==> src/rtl/ecfr_pkg.sv <==
// Shared types and constants for the escaped command frame receiver.
package ecfr_pkg;

    localparam int unsigned BYTE_W = 8;

    // Positions at or above this limit wrap back to zero before use.
    localparam logic [BYTE_W-1:0] WRAP_LIMIT = 8'd254;

    // Configuration register indexes and reset values.
    localparam int unsigned CFG_IDX_W = 2;
    localparam logic [CFG_IDX_W-1:0] CFG_ESCAPE_CODE     = 2'd0;
    localparam logic [CFG_IDX_W-1:0] CFG_END_CODE        = 2'd1;
    localparam logic [CFG_IDX_W-1:0] CFG_INITIAL_COMMAND = 2'd2;

    localparam logic [BYTE_W-1:0] ESCAPE_CODE_RST     = 8'd92;
    localparam logic [BYTE_W-1:0] END_CODE_RST        = 8'd69;
    localparam logic [BYTE_W-1:0] INITIAL_COMMAND_RST = 8'd79;

    // Result kinds.
    localparam logic KIND_DATA = 1'b0;
    localparam logic KIND_END  = 1'b1;

    // Depth of the operation queue between the front and back parts.
    localparam int unsigned QUEUE_DEPTH = 2;

    // Operations handed from the classifier to the executor.
    typedef enum logic [1:0] {
        OP_DATA,
        OP_END,
        OP_HEADER
    } op_t;

    typedef struct packed {
        op_t               op;
        logic [BYTE_W-1:0] data;
    } op_entry_t;

endpackage

==> src/rtl/ecfr_if.sv <==
// Handshake interfaces for the received bytes, the results and the configuration writes.
interface ecfr_rx_if;
    logic       valid;
    logic       ready;
    logic [7:0] rx_byte;

    modport source (output valid, output rx_byte, input ready);
    modport sink (input valid, input rx_byte, output ready);
endinterface

interface ecfr_res_if;
    logic       valid;
    logic       ready;
    logic       kind;
    logic [7:0] payload_byte;
    logic [7:0] position;
    logic [7:0] command_code;

    modport source (output valid, output kind, output payload_byte, output position,
                    output command_code, input ready);
    modport sink (input valid, input kind, input payload_byte, input position,
                  input command_code, output ready);
endinterface

interface ecfr_cfg_if;
    logic                          valid;
    logic                          ready;
    logic [ecfr_pkg::CFG_IDX_W-1:0] index;
    logic [7:0]                    data;

    modport source (output valid, output index, output data, input ready);
    modport sink (input valid, input index, input data, output ready);
endinterface

==> src/rtl/ecfr_front.sv <==
// Front part: accepts raw bytes, tracks the escape flag and classifies each byte.
module ecfr_front (
    input  logic                  clk,
    input  logic                  rst_n,
    ecfr_rx_if.sink               rx,
    input  logic [7:0]            escape_code,
    input  logic [7:0]            end_code,
    input  logic                  q_ready,
    output logic                  q_push,
    output ecfr_pkg::op_entry_t   q_entry
);
    import ecfr_pkg::*;

    logic escape_pending_reg;
    logic escape_pending_next;
    logic accept;
    logic is_escape;

    assign rx.ready  = q_ready;
    assign accept    = rx.valid && q_ready;
    assign is_escape = (rx.rx_byte == escape_code);

    always_comb
    begin
        escape_pending_next = escape_pending_reg;
        q_push              = 1'b0;
        q_entry.op          = OP_DATA;
        q_entry.data        = rx.rx_byte;
        if (accept)
        begin
            if (!escape_pending_reg && is_escape)
            begin
                escape_pending_next = 1'b1;
            end
            else if (escape_pending_reg)
            begin
                escape_pending_next = 1'b0;
                q_push              = 1'b1;
                if (is_escape)
                begin
                    q_entry.op = OP_DATA;
                end
                else if (rx.rx_byte == end_code)
                begin
                    q_entry.op = OP_END;
                end
                else
                begin
                    q_entry.op = OP_HEADER;
                end
            end
            else
            begin
                q_push = 1'b1;
            end
        end
    end

    always_ff @(posedge clk or negedge rst_n)
    begin
        if (!rst_n)
        begin
            escape_pending_reg <= 1'b0;
        end
        else
        begin
            escape_pending_reg <= escape_pending_next;
        end
    end

    // An arming escape never reaches the queue.
    a_arm_no_push: assert property (@(posedge clk) disable iff (!rst_n)
        (accept && !escape_pending_reg && is_escape) |-> !q_push)
        else $error("arming escape pushed an operation");

    // The byte after an escape always pushes and clears the flag.
    a_pending_consumed: assert property (@(posedge clk) disable iff (!rst_n)
        (accept && escape_pending_reg) |=> !escape_pending_reg)
        else $error("escape flag not cleared by following byte");

endmodule

==> src/rtl/ecfr_queue.sv <==
// Short operation queue between the classifier and the executor.
module ecfr_queue (
    input  logic                clk,
    input  logic                rst_n,
    input  logic                push,
    input  ecfr_pkg::op_entry_t push_entry,
    output logic                push_ready,
    input  logic                pop,
    output logic                pop_valid,
    output ecfr_pkg::op_entry_t pop_entry
);
    import ecfr_pkg::*;

    localparam int unsigned PTR_W = (QUEUE_DEPTH > 1) ? $clog2(QUEUE_DEPTH) : 1;
    localparam int unsigned CNT_W = $clog2(QUEUE_DEPTH + 1);
    localparam logic [PTR_W-1:0] LAST_PTR = PTR_W'(QUEUE_DEPTH - 1);
    localparam logic [CNT_W-1:0] FULL_CNT = CNT_W'(QUEUE_DEPTH);

    op_entry_t        slot_reg [QUEUE_DEPTH];
    logic [PTR_W-1:0] wr_ptr_reg;
    logic [PTR_W-1:0] wr_ptr_next;
    logic [PTR_W-1:0] rd_ptr_reg;
    logic [PTR_W-1:0] rd_ptr_next;
    logic [CNT_W-1:0] count_reg;
    logic [CNT_W-1:0] count_next;
    logic             do_push;
    logic             do_pop;

    assign push_ready = (count_reg != FULL_CNT);
    assign pop_valid  = (count_reg != '0);
    assign pop_entry  = slot_reg[rd_ptr_reg];
    assign do_push    = push && push_ready;
    assign do_pop     = pop && pop_valid;

    always_comb
    begin
        wr_ptr_next = wr_ptr_reg;
        rd_ptr_next = rd_ptr_reg;
        count_next  = count_reg;
        if (do_push)
        begin
            wr_ptr_next = (wr_ptr_reg == LAST_PTR) ? '0 : wr_ptr_reg + 1'b1;
        end
        if (do_pop)
        begin
            rd_ptr_next = (rd_ptr_reg == LAST_PTR) ? '0 : rd_ptr_reg + 1'b1;
        end
        if (do_push && !do_pop)
        begin
            count_next = count_reg + 1'b1;
        end
        else if (do_pop && !do_push)
        begin
            count_next = count_reg - 1'b1;
        end
    end

    always_ff @(posedge clk or negedge rst_n)
    begin
        if (!rst_n)
        begin
            wr_ptr_reg <= '0;
            rd_ptr_reg <= '0;
            count_reg  <= '0;
        end
        else
        begin
            wr_ptr_reg <= wr_ptr_next;
            rd_ptr_reg <= rd_ptr_next;
            count_reg  <= count_next;
        end
    end

    always_ff @(posedge clk)
    begin
        if (do_push)
        begin
            slot_reg[wr_ptr_reg] <= push_entry;
        end
    end

    // The fill level never exceeds the number of slots.
    a_count_bound: assert property (@(posedge clk) disable iff (!rst_n)
        count_reg <= FULL_CNT)
        else $error("queue fill level out of range");

    // A push that lands in a full queue would lose an operation.
    a_no_overflow: assert property (@(posedge clk) disable iff (!rst_n)
        push |-> push_ready)
        else $error("push into a full queue");

endmodule

==> src/rtl/ecfr_back.sv <==
// Back part: executes queued operations, keeps position and command, drives results.
module ecfr_back (
    input  logic                clk,
    input  logic                rst_n,
    input  logic                q_valid,
    input  ecfr_pkg::op_entry_t q_entry,
    output logic                q_pop,
    input  logic [7:0]          initial_command,
    ecfr_res_if.source          res
);
    import ecfr_pkg::*;

    logic              res_valid_reg;
    logic              res_valid_next;
    logic              kind_reg;
    logic              kind_next;
    logic [BYTE_W-1:0] payload_reg;
    logic [BYTE_W-1:0] payload_next;
    logic [BYTE_W-1:0] res_pos_reg;
    logic [BYTE_W-1:0] res_pos_next;
    logic [BYTE_W-1:0] res_cmd_reg;
    logic [BYTE_W-1:0] res_cmd_next;
    logic [BYTE_W-1:0] wpos_reg;
    logic [BYTE_W-1:0] wpos_next;
    logic [BYTE_W-1:0] cmd_reg;
    logic [BYTE_W-1:0] cmd_next;
    logic              seen_reg;
    logic              seen_next;
    logic [BYTE_W-1:0] wpos_eff;
    logic [BYTE_W-1:0] active_cmd;
    logic              is_header;
    logic              emits;

    assign is_header  = (q_entry.op == OP_HEADER);
    assign q_pop      = q_valid && (is_header || !res_valid_reg || res.ready);
    assign emits      = q_pop && !is_header;
    assign wpos_eff   = (wpos_reg >= WRAP_LIMIT) ? '0 : wpos_reg;
    assign active_cmd = seen_reg ? cmd_reg : initial_command;

    always_comb
    begin
        wpos_next      = wpos_reg;
        cmd_next       = cmd_reg;
        seen_next      = seen_reg;
        res_valid_next = res.ready ? 1'b0 : res_valid_reg;
        kind_next      = kind_reg;
        payload_next   = payload_reg;
        res_pos_next   = res_pos_reg;
        res_cmd_next   = res_cmd_reg;
        if (q_pop)
        begin
            case (q_entry.op)
                OP_DATA:
                begin
                    wpos_next = wpos_eff + 1'b1;
                end
                OP_END:
                begin
                    wpos_next = wpos_eff;
                end
                OP_HEADER:
                begin
                    wpos_next = '0;
                    cmd_next  = q_entry.data;
                    seen_next = 1'b1;
                end
                default:
                begin
                    wpos_next = wpos_reg;
                end
            endcase
        end
        if (emits)
        begin
            res_valid_next = 1'b1;
            kind_next      = (q_entry.op == OP_END) ? KIND_END : KIND_DATA;
            payload_next   = (q_entry.op == OP_END) ? '0 : q_entry.data;
            res_pos_next   = wpos_eff;
            res_cmd_next   = active_cmd;
        end
    end

    always_ff @(posedge clk or negedge rst_n)
    begin
        if (!rst_n)
        begin
            res_valid_reg <= 1'b0;
            wpos_reg      <= '0;
            seen_reg      <= 1'b0;
        end
        else
        begin
            res_valid_reg <= res_valid_next;
            wpos_reg      <= wpos_next;
            seen_reg      <= seen_next;
        end
    end

    always_ff @(posedge clk)
    begin
        cmd_reg     <= cmd_next;
        kind_reg    <= kind_next;
        payload_reg <= payload_next;
        res_pos_reg <= res_pos_next;
        res_cmd_reg <= res_cmd_next;
    end

    assign res.valid        = res_valid_reg;
    assign res.kind         = kind_reg;
    assign res.payload_byte = payload_reg;
    assign res.position     = res_pos_reg;
    assign res.command_code = res_cmd_reg;

    // A reported position has always been wrapped below the limit.
    a_pos_wrapped: assert property (@(posedge clk) disable iff (!rst_n)
        res_valid_reg |-> (res_pos_reg < WRAP_LIMIT))
        else $error("result position not wrapped");

    // An end-of-frame result carries a zero data byte.
    a_end_zero: assert property (@(posedge clk) disable iff (!rst_n)
        (res_valid_reg && kind_reg == KIND_END) |-> (payload_reg == '0))
        else $error("end of frame with nonzero data byte");

    // A command header restarts the frame at position zero.
    a_header_clears: assert property (@(posedge clk) disable iff (!rst_n)
        (q_pop && is_header) |=> (seen_reg && wpos_reg == '0))
        else $error("command header did not restart the frame");

endmodule

==> src/rtl/escaped_command_frame_receiver_unit.sv <==
// Top level of the escaped command frame receiver: configuration registers and part wiring.
// A byte that yields a result passes through the operation queue and then the output
// register before it shows on the result channel.
// Throughput: one received byte per cycle while the queue has room, through the
// classifier and executor; the two-entry queue lets either side stall alone.
// Reset (rst_n, asynchronous, active low) clears the escape flag, position and queue,
// and loads the three configuration registers with their default codes.
module escaped_command_frame_receiver_unit (
    input  logic      clk,
    input  logic      rst_n,
    ecfr_rx_if.sink   rx,
    ecfr_res_if.source res,
    ecfr_cfg_if.sink  cfg
);
    import ecfr_pkg::*;

    // Configuration registers. The user writes them only while the block is idle, not
    // enforced here; the front and back parts read them directly without any hand-over.
    logic [BYTE_W-1:0] escape_code_reg;
    logic [BYTE_W-1:0] escape_code_next;
    logic [BYTE_W-1:0] end_code_reg;
    logic [BYTE_W-1:0] end_code_next;
    logic [BYTE_W-1:0] init_cmd_reg;
    logic [BYTE_W-1:0] init_cmd_next;
    logic              cfg_write;

    // Operation queue signals between the classifier and the executor.
    logic      q_push;
    logic      q_push_ready;
    op_entry_t q_push_entry;
    logic      q_pop;
    logic      q_pop_valid;
    op_entry_t q_pop_entry;

    // The configuration channel never stalls: every write transaction completes at once.
    assign cfg.ready = 1'b1;
    assign cfg_write = cfg.valid;

    always_comb
    begin
        escape_code_next = escape_code_reg;
        end_code_next    = end_code_reg;
        init_cmd_next    = init_cmd_reg;
        if (cfg_write)
        begin
            case (cfg.index)
                CFG_ESCAPE_CODE:     escape_code_next = cfg.data;
                CFG_END_CODE:        end_code_next    = cfg.data;
                CFG_INITIAL_COMMAND: init_cmd_next    = cfg.data;
                default:             escape_code_next = escape_code_reg;
            endcase
        end
    end

    always_ff @(posedge clk or negedge rst_n)
    begin
        if (!rst_n)
        begin
            escape_code_reg <= ESCAPE_CODE_RST;
            end_code_reg    <= END_CODE_RST;
            init_cmd_reg    <= INITIAL_COMMAND_RST;
        end
        else
        begin
            escape_code_reg <= escape_code_next;
            end_code_reg    <= end_code_next;
            init_cmd_reg    <= init_cmd_next;
        end
    end

    // The front part accepts a byte whenever the queue has room. It resolves escape
    // sequences into data, end-of-frame and command-header operations; an arming
    // escape only sets its flag and enqueues nothing.
    ecfr_front u_front (
        .clk         (clk),
        .rst_n       (rst_n),
        .rx          (rx),
        .escape_code (escape_code_reg),
        .end_code    (end_code_reg),
        .q_ready     (q_push_ready),
        .q_push      (q_push),
        .q_entry     (q_push_entry)
    );

    ecfr_queue u_queue (
        .clk        (clk),
        .rst_n      (rst_n),
        .push       (q_push),
        .push_entry (q_push_entry),
        .push_ready (q_push_ready),
        .pop        (q_pop),
        .pop_valid  (q_pop_valid),
        .pop_entry  (q_pop_entry)
    );

    // The back part owns the write position and command code. It applies the position
    // wrap before each operation and keeps the initial command register in effect
    // until the first command header has been executed.
    ecfr_back u_back (
        .clk             (clk),
        .rst_n           (rst_n),
        .q_valid         (q_pop_valid),
        .q_entry         (q_pop_entry),
        .q_pop           (q_pop),
        .initial_command (init_cmd_reg),
        .res             (res)
    );

endmodule
==> src/flat_wrapper.sv <==
// flat-port wrapper written by rule: the top's interface ports become plain ports
module escaped_command_frame_receiver_unit_flat import ecfr_pkg::*;
  (clk, rst_n, rx_valid, rx_rx_byte, rx_ready, res_valid, res_kind, res_payload_byte, res_position, res_command_code, res_ready, cfg_valid, cfg_index, cfg_data, cfg_ready);
  ecfr_rx_if rx_i ();
  ecfr_res_if res_i ();
  ecfr_cfg_if cfg_i ();
  input  logic clk;
  input  logic rst_n;
  input wire logic [$bits(rx_i.valid)-1:0] rx_valid;
  input wire logic [$bits(rx_i.rx_byte)-1:0] rx_rx_byte;
  output wire logic [$bits(rx_i.ready)-1:0] rx_ready;
  output wire logic [$bits(res_i.valid)-1:0] res_valid;
  output wire logic [$bits(res_i.kind)-1:0] res_kind;
  output wire logic [$bits(res_i.payload_byte)-1:0] res_payload_byte;
  output wire logic [$bits(res_i.position)-1:0] res_position;
  output wire logic [$bits(res_i.command_code)-1:0] res_command_code;
  input wire logic [$bits(res_i.ready)-1:0] res_ready;
  input wire logic [$bits(cfg_i.valid)-1:0] cfg_valid;
  input wire logic [$bits(cfg_i.index)-1:0] cfg_index;
  input wire logic [$bits(cfg_i.data)-1:0] cfg_data;
  output wire logic [$bits(cfg_i.ready)-1:0] cfg_ready;
  assign rx_i.valid = rx_valid;
  assign rx_i.rx_byte = rx_rx_byte;
  assign rx_ready = rx_i.ready;
  assign res_valid = res_i.valid;
  assign res_kind = res_i.kind;
  assign res_payload_byte = res_i.payload_byte;
  assign res_position = res_i.position;
  assign res_command_code = res_i.command_code;
  assign res_i.ready = res_ready;
  assign cfg_i.valid = cfg_valid;
  assign cfg_i.index = cfg_index;
  assign cfg_i.data = cfg_data;
  assign cfg_ready = cfg_i.ready;
  escaped_command_frame_receiver_unit u_core (.clk(clk), .rst_n(rst_n), .rx(rx_i), .res(res_i), .cfg(cfg_i));
endmodule
==> config.mk <==
export PLATFORM = sky130hd
export DESIGN_NAME = escaped_command_frame_receiver_unit_flat
export DESIGN_NICKNAME = d
export VERILOG_FILES = /design/src/rtl/ecfr_pkg.sv /design/src/rtl/ecfr_if.sv /design/src/rtl/ecfr_front.sv /design/src/rtl/ecfr_queue.sv /design/src/rtl/ecfr_back.sv /design/src/rtl/escaped_command_frame_receiver_unit.sv /design/src/flat_wrapper.sv
export SDC_FILE = /design/constraint.sdc
export NUM_CORES = 1
export LEC_CHECK = 0
export BUFFER_PORTS_ARGS = -buffer_cell sky130_fd_sc_hd__buf_2
export CORE_ASPECT_RATIO = 1.25
export CORE_MARGIN = 2
export CORE_UTILIZATION = 51
export DETAILED_ROUTE_END_ITERATION = 7
export GPL_ROUTABILITY_DRIVEN = 0
export PLACE_DENSITY = 0.72
export SLEW_MARGIN = 10
export SYNTH_ARGS = -nofsm -noshare
export SYNTH_HDL_FRONTEND = slang
export SYNTH_SLANG_ARGS = --single-unit
==> constraint.sdc <==
create_clock -name clk -period 10.8 [get_ports clk]
set_input_delay 0.54 -clock clk [delete_from_list [all_inputs] [get_ports clk]]
set_output_delay 0.54 -clock clk [all_outputs]
set_load 0.02 [all_outputs]
==> results_dict.tcl, run 1 <==
set metrics [dict create \
    outcome "completed" \
    nNetsFinal 342 \
    synth_common_cells "edfxtp_1, mux2_2, dfrtp_1, xnor2_1, dfstp_2" \
    async_flop_share_pct 42.4 \
    firstDrtPassIters 4 \
    synth_top_area_share_pct 40.7 \
    design.core.area_um2 7400 \
    drt.antenna.violating_nets 0 \
    synthesis.area_um2 3910 \
    cts_resized 0 \
    largest_register_ffs 20 \
    synthXorXnorAreaFrac_pct 4.71 \
    hold_violations 0 \
    synth-main-ff-cell "edfxtp_1" \
    critical_path.max_stage_delay_ps 620 \
    reg2reg_slack_ps 8390 \
    grt_pass1_wl_mm 10.1 \
    antennaDiodeCount 0 \
    synth-seq-area-share_pct 66.1 \
    drive_above_1_share_pct 39.4 \
    whs_ps 310 \
    avgRoutedWirePerCell_um 15.1 \
    syn_avg_cell_area_um2 15.1 \
    critPathArrivalTime_ps 2640 \
    grt.total_usage_pct 16.5 \
    power_density_nw_per_um2 261 \
    p_leak_nw 1.75 \
    die_area_um2 8390 \
    crit_type "flip-flop to flip-flop" \
    overflow 0 \
    num_rows 35 \
    end_kind "flip-flop" \
    clock-root-buffer "clkbuf_8" \
    r2r-start "u_core.u_queue.rd_ptr_reg" \
    cts_tree "built" \
    ctsHoldBuffers 0 \
    clock_latency_ps 360 \
    synth_mux_area_share_pct 12.0 \
    irDropWorstVdd_mv 0.108 \
    yosys.area_share.adder_pct 1.28 \
    relSlewSlack_pct 41.0 \
    drtIter0Drc 80 \
    holdCritPathClass "input port to async pin" \
    synth_compound_area_share_pct 4.19 \
    syn-instance-count 259 \
    required_ps 11030 \
    finalSetupViolations 0 \
    start_util_pct 52.8 \
    dp_hpwl_mm 4.51 \
    clock_sinks 92 \
    ios 51 \
    path_cells "mux2i_1 -> inv_1 -> ha_1 -> nor3b_1 -> or2_2 -> ha_1 -> xor2_1 -> nor2_1 -> xor2_1" \
    die_width_um 82.3 \
    synthTopCellsByArea "edfxtp_1, dfrtp_1, mux2_2" \
    synth.largest_area_cell "edfxtp_1" \
    timing.rr.end "u_core.u_queue.count_reg[1]" \
    post-cts-setup-buffer-count 0 \
    finalCriticalPeriod_ps 2410 \
    r2r_cells 9 \
    ys_seq_elements 92 \
    crit_slowest_cell "dfrtp_1" \
    grt_pass1_vias 2155 \
    port_buffers 49 \
    critPathLaunchType "flip-flop" \
    synth_cell_types 46 \
    rsz0062_at_grt "no" \
    synthToLayoutAreaGrowth_pct 13.7 \
    cts_buffer_depth 2 \
    vias 2162 \
    die_h_um 102 \
    synth_top_family_by_area "multiplexers" \
    critical_path.max_fanout 11 \
    yosys.area_share.simple_pct 10.6 \
    drc 0 \
    routed_wl_mm 6.21 \
    clk_pin_slew_ps 90 \
    tns_ps 0 \
    syn-num-nets 286 \
    max_cap_violations 0 \
    antenna_found_initial 0 \
    fmax_mhz 415 \
    detail_route.vias_per_cell 5.25 \
    slew_viol_final 0 \
    cts_made_buffers 9 \
    synth_edf_count 53 \
    fin_skew_ps 14.8 \
    fin_crit_sh_pct 22.3 \
    synth.most_common_cell "edfxtp_1" \
    h-tree-depth 3 \
    worstMarginPinSlew_ps 885 \
    grt_start_max_net_pins 40 \
    yosysWarningCount 0 \
]
-- area by class of cell --
cell class / count / area [µm²]
flip-flops and latches: 92 / 2580
fillers: 576 / 2960
clock inverters: 4 / 30.0
repair buffers: 50 / 253
multi-input cells: 158 / 1290
clock buffers: 12 / 156
well taps: 92 / 115
inverters: 4 / 15.0
-- placed cells by master (no fill, tap or decap), types with 4 or more instances in the layout --
master and instances:
edfxtp_1 53, o21ai_0 6, dfrtp_1 27, and2_1 9, mux2_2 40, and3_1 4
inv_1 4, clkbuf_8 9, dfstp_2 12, buf_2 49, a31oi_1 4, ha_1 4
nand4_1 6, nand2_1 6, nor2b_1 9, xnor2_1 19, nor2_1 6, nand2b_1 4
-- how the worst max path moves through the flow --
stage,startpoint,endpoint,slack (ps),cells past startpoint
6_report,u_core.u_queue.rd_ptr_reg,u_core.u_queue.count_reg[1],8390,9
5_1_grt,u_core.u_queue.rd_ptr_reg,u_core.u_queue.count_reg[1],8100,9
4_1_cts,u_core.u_queue.rd_ptr_reg,u_core.u_queue.count_reg[1],8360,9
3_5_place_dp,u_core.u_queue.rd_ptr_reg,u_core.u_queue.count_reg[1],8370,8
3_3_place_gp,u_core.u_queue.rd_ptr_reg,u_core.u_queue.count_reg[1],8450,9
2_1_floorplan,u_core.u_queue.rd_ptr_reg,u_core.u_back.res.command_code[0],7380,5
-- critical path, delay by kind of cell, from the launching register on --
kind	cells	cell delay, ps
XOR/XNOR	2	270
flip-flops	1	620
buffers and inverters	1	90
multiplexers	1	280
AND/OR/NAND/NOR	3	640
adder cells (fa/ha/maj)	2	390
-- through the flow --
step	total power (W)	setup slack (ps)	instance area (µm²)	cells	util (%)
floorplan	0.000845	7380	3910	259	-
global placement	0.000945	8450	4260	396	57.5
detailed placement	0.000956	8370	4260	396	57.5
CTS	0.00117	8360	4440	412	60.0
global route	0.00123	8100	4440	412	60.0
finish	0.00116	8390	4440	412	60.0
-- report_power, final --
part	total, W	switching, W	leakage, nW	internal (W)
Clock	0.000216	0.000117	0.0887	0.0000989
Combinational	0.000371	0.000219	0.706	0.000151
Sequential	0.000571	0.0000519	0.958	0.000520
Total	0.00116	0.000388	1.75	0.000770
-- layer usage --
metal  track usage (%)  share of wire [%]
met4              7.31                1.6
met3              3.71                3.7
met2              26.9                 49
met5                 0                  0
met1              21.0                 46
-- cell families after synthesis --
kind of cell	count (synthesis)
fa+ha+maj	4
mux	42
flops	92
simple gates	66
other cells	1
buf+inv	9
compound gates	24
xor+xnor	21
Power figures use the tool's default switching activity.
==> run 2, diff against run 1 <==
==> constraint.sdc (replaced) <==
create_clock -name clk -period 2.43 [get_ports clk]
set_input_delay 0.1215 -clock clk [delete_from_list [all_inputs] [get_ports clk]]
set_output_delay 0.1215 -clock clk [all_outputs]
set_load 0.02 [all_outputs]
==> results_dict.tcl, run 2 (same netlist as run 1, synthesis figures left out) <==
set metrics [dict create \
    crit_slowest_cell "dfrtp_1" \
    critPathArrivalTime_ps 2410 \
    p_total_w 0.00536 \
    antennaDiodeCount 0 \
    slew_viol_final 0 \
    hold_violations 0 \
    crit_type "flip-flop to flip-flop" \
    stdcell_area_um2 4520 \
    outcome "completed" \
    use_met3_pct 3.71 \
    fin_crit_sh_pct 89.6 \
    path_cells "mux2i_1 -> inv_1 -> ha_1 -> nor3b_1 -> or2_2 -> ha_1 -> xor2_1 -> nor2_1 -> xor2_1" \
    clock-root-buffer "clkbuf_8" \
    final_common_cell "edfxtp_1" \
    finalCriticalPeriod_ps 2180 \
    vias 2204 \
    cts_made_buffers 9 \
    overflow 0 \
    fmax_mhz 459 \
    nNetsFinal 346 \
    firstDrtPassIters 4 \
    drt.antenna.violating_nets 0 \
    tns_ps 0 \
    multi_input_area_um2 1300 \
    post-cts-setup-buffer-count 0 \
    die_area_um2 8390 \
    clock_latency_ps 350 \
    place_area_um2 4280 \
    irDropWorstVdd_mv 0.598 \
    routed_wl_mm 6.36 \
    critical_path.max_stage_delay_ps 410 \
    start_util_pct 52.8 \
    grt_use_met1_pct 22.2 \
    avgRoutedWirePerCell_um 15.3 \
    grt_start_max_net_pins 40 \
    drive_above_1_share_pct 39.8 \
    crit_buf_inv 1 \
    end_kind "flip-flop" \
    antenna_found_initial 0 \
    finalSetupViolations 0 \
    busiest_layer "met2" \
    detail_route.vias_per_cell 5.30 \
    die_h_um 102 \
    grt.total_usage_pct 16.7 \
    h-tree-depth 3 \
    final_cell_mix "edfxtp_1, buf_2, mux2_2, dfrtp_1, xnor2_1" \
    clk_pin_slew_ps 90 \
    die_width_um 82.3 \
    worstMarginPinSlew_ps 921 \
    largest_register_ffs 20 \
    num_rows 35 \
    drc 0 \
    grt_use_met2_pct 27.1 \
    cts_tree "built" \
    synthToLayoutAreaGrowth_pct 15.6 \
    p_leak_nw 1.79 \
    max_cap_violations 0 \
    critPathLaunchType "flip-flop" \
    ios 51 \
    drtIter0Drc 125 \
    critical-path-top-delay-family "simple AND/OR/NAND/NOR gates" \
    fillers 578 \
    grt_pass1_vias 2151 \
    fin_skew_ps 16.3 \
    relSlewSlack_pct 38.6 \
    regArea_um2 2580 \
    dp_hpwl_mm 4.57 \
    rsz0062_at_grt "no" \
    cts_buffer_depth 2 \
    holdCritPathClass "input port to flip-flop" \
    required_ps 2660 \
    power_density_nw_per_um2 1190 \
    grt_pass1_wl_mm 10.3 \
    critical_path.max_fanout 4 \
    design.core.area_um2 7400 \
    clock_sinks 92 \
    port_buffers 49 \
]
==> run 2: per-layer routing <==
layer,part of all wire (%),routed length (µm)
met5,0,0
met4,1.1,69
met3,4.0,253
met2,49,3090
met1,46,2950
==> run 2: final timing paths <==
check                                     startpoint                       endpoint  slack (ps)  cells after the start
setup / recovery           u_core.u_queue.rd_ptr_reg    u_core.u_queue.count_reg[1]         250                      9
hold / removal                         rx_rx_byte[2]  u_core.u_queue.slot_reg[0][2]          20                      1
setup reg to reg           u_core.u_queue.rd_ptr_reg    u_core.u_queue.count_reg[1]         250                      9
min in group asynchronous                      rst_n      u_core.u_back.wpos_reg[2]         450                      2
max in group asynchronous                      rst_n      u_core.u_queue.rd_ptr_reg        1400                      2
hold reg to reg            u_core.u_queue.wr_ptr_reg      u_core.u_queue.wr_ptr_reg         500                      1
==> run 2: power breakdown <==
part	internal, W	switching, W	leakage, nW
logic	0.000700	0.00103	0.726
registers	0.00231	0.000203	0.958
clock network	0.000589	0.000528	0.107
==> run 2: per-stage QoR <==
step / setup slack (ps) / hold WS, ps / utilization [%] / instances
finish: 254 / 21.0 / 61.1 / 416
global route: 34.9 / 7.60 / 61.1 / 416
CTS: 250 / 7.48 / 61.1 / 416
detailed placement: 251 / 309 / 57.8 / 398
global placement: 331 / 307 / 57.8 / 398
floorplan: 197 / -174 / - / 259
==> run 2: worst reg2reg max path, stage by stage, from the launching register on <==
cell	delay [ps]
dfrtp_1	410
mux2i_1	250
inv_1	90
ha_1	250
nor3b_1	380
or2_2	200
ha_1	150
xor2_1	160
nor2_1	70
xor2_1	130
==> run 2: final cells by class <==
cell class,count,share of cell area [%]
repair buffers,54,6.37
well taps,92,2.55
multi-input cells,158,28.7
flip-flops and latches,92,57.1
inverters,4,0.332
clock buffers,10,2.82
clock inverters,6,2.08
==> run 2: timing repair <==
action,in CTS,in global routing
endpoints found under the hold margin,29,0
resized for setup,0,0
hold buffers,2,0
setup endpoints to repair,0,0
==> run 3, diff against run 2 <==
==> constraint.sdc (replaced) <==
create_clock -name clk -period 2.53 [get_ports clk]
set_input_delay 0.1265 -clock clk [delete_from_list [all_inputs] [get_ports clk]]
set_output_delay 0.1265 -clock clk [all_outputs]
set_load 0.02 [all_outputs]
==> results_dict.tcl, run 3 (same netlist as run 1, synthesis figures left out) <==
set metrics [dict create \
    outcome "completed" \
    largest_register_ffs 20 \
    hold_violations 0 \
    die_area_um2 8390 \
    detail_route.vias_per_cell 5.36 \
    grt_pass1_wl_mm 10.5 \
    design.core.area_um2 7400 \
    fin_skew_ps 14.6 \
    rsz0062_at_grt "no" \
    timing.rr.end "u_core.u_queue.count_reg[1]" \
    die_h_um 102 \
    whs_ps 22.8 \
    port_buffers 49 \
    finalSetupViolations 0 \
    drive_above_1_share_pct 39.8 \
    cts_tree "built" \
    start_util_pct 52.8 \
    fin_crit_sh_pct 86.5 \
    reg2reg_slack_ps 340 \
    firstDrtPassIters 4 \
    antenna_found_initial 0 \
    final_common_cell "edfxtp_1" \
    r2r_cells 9 \
    place_ws_ps 320 \
    p_total_w 0.00495 \
    finalCriticalPeriod_ps 2190 \
    vias 2244 \
    relSlewSlack_pct 39.5 \
    end_kind "flip-flop" \
    synthToLayoutAreaGrowth_pct 15.1 \
    cts_made_buffers 9 \
    final_util_pct 60.8 \
    clk_pin_slew_ps 80 \
    overflow 0 \
    drc 0 \
    grt.total_usage_pct 17.2 \
    crit_type "flip-flop to flip-flop" \
    drt.antenna.violating_nets 0 \
    ios 51 \
    dp_hpwl_mm 4.55 \
    avgRoutedWirePerCell_um 15.1 \
    critPathArrivalTime_ps 2430 \
    fillers 611 \
    clock_latency_ps 360 \
    critical_path.max_fanout 4 \
    max_cap_violations 0 \
    tns_ps 0 \
    fmax_mhz 457 \
    holdCritPathClass "input port to flip-flop" \
    final_cell_mix "edfxtp_1, buf_2, mux2_2, dfrtp_1, xnor2_1" \
    setup_slack_ps 342 \
    min_from "rx_rx_byte[5]" \
    antennaDiodeCount 0 \
    clock-root-buffer "clkbuf_8" \
    critPathLaunchType "flip-flop" \
    grt_pass1_vias 2186 \
    required_ps 2770 \
    nNetsFinal 349 \
    hold_depth 1 \
    cts_buffer_depth 2 \
    grt_start_max_net_pins 40 \
    num_rows 35 \
    routed_wl_mm 6.34 \
    power_density_nw_per_um2 1100 \
    p_leak_nw 1.78 \
    clock_sinks 92 \
    drtIter0Drc 140 \
    h-tree-depth 3 \
    worstMarginPinSlew_ps 908 \
    slew_viol_final 0 \
    die_width_um 82.3 \
    r2r-start "u_core.u_queue.rd_ptr_reg" \
    irDropWorstVdd_mv 0.545 \
    min_to "u_core.u_queue.slot_reg[0][5]" \
]
run 3: changes by cell type in the layout (fill, tap and decap cells not counted), sizes merged:
cell and change:
buf +1, dlygate4sd3 +2, clkinv +1, clkbuf -1
clkinvlp +2, bufinv -2
run 3: worst max-delay path by stage:
stage | start | end | slack [ps] | cells after the start
finish | u_core.u_queue.rd_ptr_reg | u_core.u_queue.count_reg[1] | 340 | 9
global route | u_core.u_queue.rd_ptr_reg | u_core.u_queue.count_reg[1] | 110 | 9
CTS | u_core.u_queue.rd_ptr_reg | u_core.u_queue.count_reg[1] | 300 | 9
detailed placement | u_core.u_queue.rd_ptr_reg | u_core.u_queue.count_reg[1] | 320 | 9
global placement | u_core.u_queue.rd_ptr_reg | u_core.u_queue.count_reg[1] | 440 | 9
floorplan | u_core.u_queue.rd_ptr_reg | u_core.u_back.res.command_code[0] | 300 | 5
run 3: metal layers:
metal / routed length (µm) / track usage, % / vias to the layer above / part of all wire [%]
met5: 0 / 0 / - / 0
met4: 83 / 6.92 / 0 / 1.3
met3: 295 / 4.77 / 6 / 4.7
met2: 3150 / 27.2 / 61 / 50
met1: 2810 / 22.4 / 1099 / 44
li1: - / - / 1078 / -
run 3: layout make-up:
| class | count | area (µm²) | share of cell area [%] |
|---|---|---|---|
| sequential | 92 | 2580 | 57.4 |
| timing repair buffer | 57 | 315 | 7.01 |
| multi-input combinational | 158 | 1300 | 28.8 |
| clock buffer | 9 | 124 | 2.75 |
| tap | 92 | 115 | 2.56 |
| clock inverter | 7 | 48.8 | 1.08 |
| inverter | 4 | 15.0 | 0.334 |
run 3: critical path: stages (launching register included):
cell	delay, ps
dfrtp_1	400
mux2i_1	250
inv_1	90
ha_1	250
nor3b_1	360
or2_2	200
ha_1	160
xor2_1	160
nor2_1	70
xor2_1	130
run 3: repair_timing:
item | CTS | global route
setup buffers | 0 | 0
endpoints found under the hold margin | 31 | 2
gates resized for setup | 0 | 0
hold buffers | 3 | 1
run 3: power breakdown:
group | leakage [nW] | switching, W | internal (W) | total, W
clock network | 0.0797 | 0.000509 | 0.000358 | 0.000867
logic | 0.740 | 0.000986 | 0.000682 | 0.00167
registers | 0.958 | 0.000200 | 0.00222 | 0.00242
run 3: through the flow:
stage,instance area (µm²),instances
2_1_floorplan,3920,259
3_3_place_gp,4290,399
3_5_place_dp,4290,399
4_1_cts,4490,418
5_1_grt,4500,419
6_report,4500,419
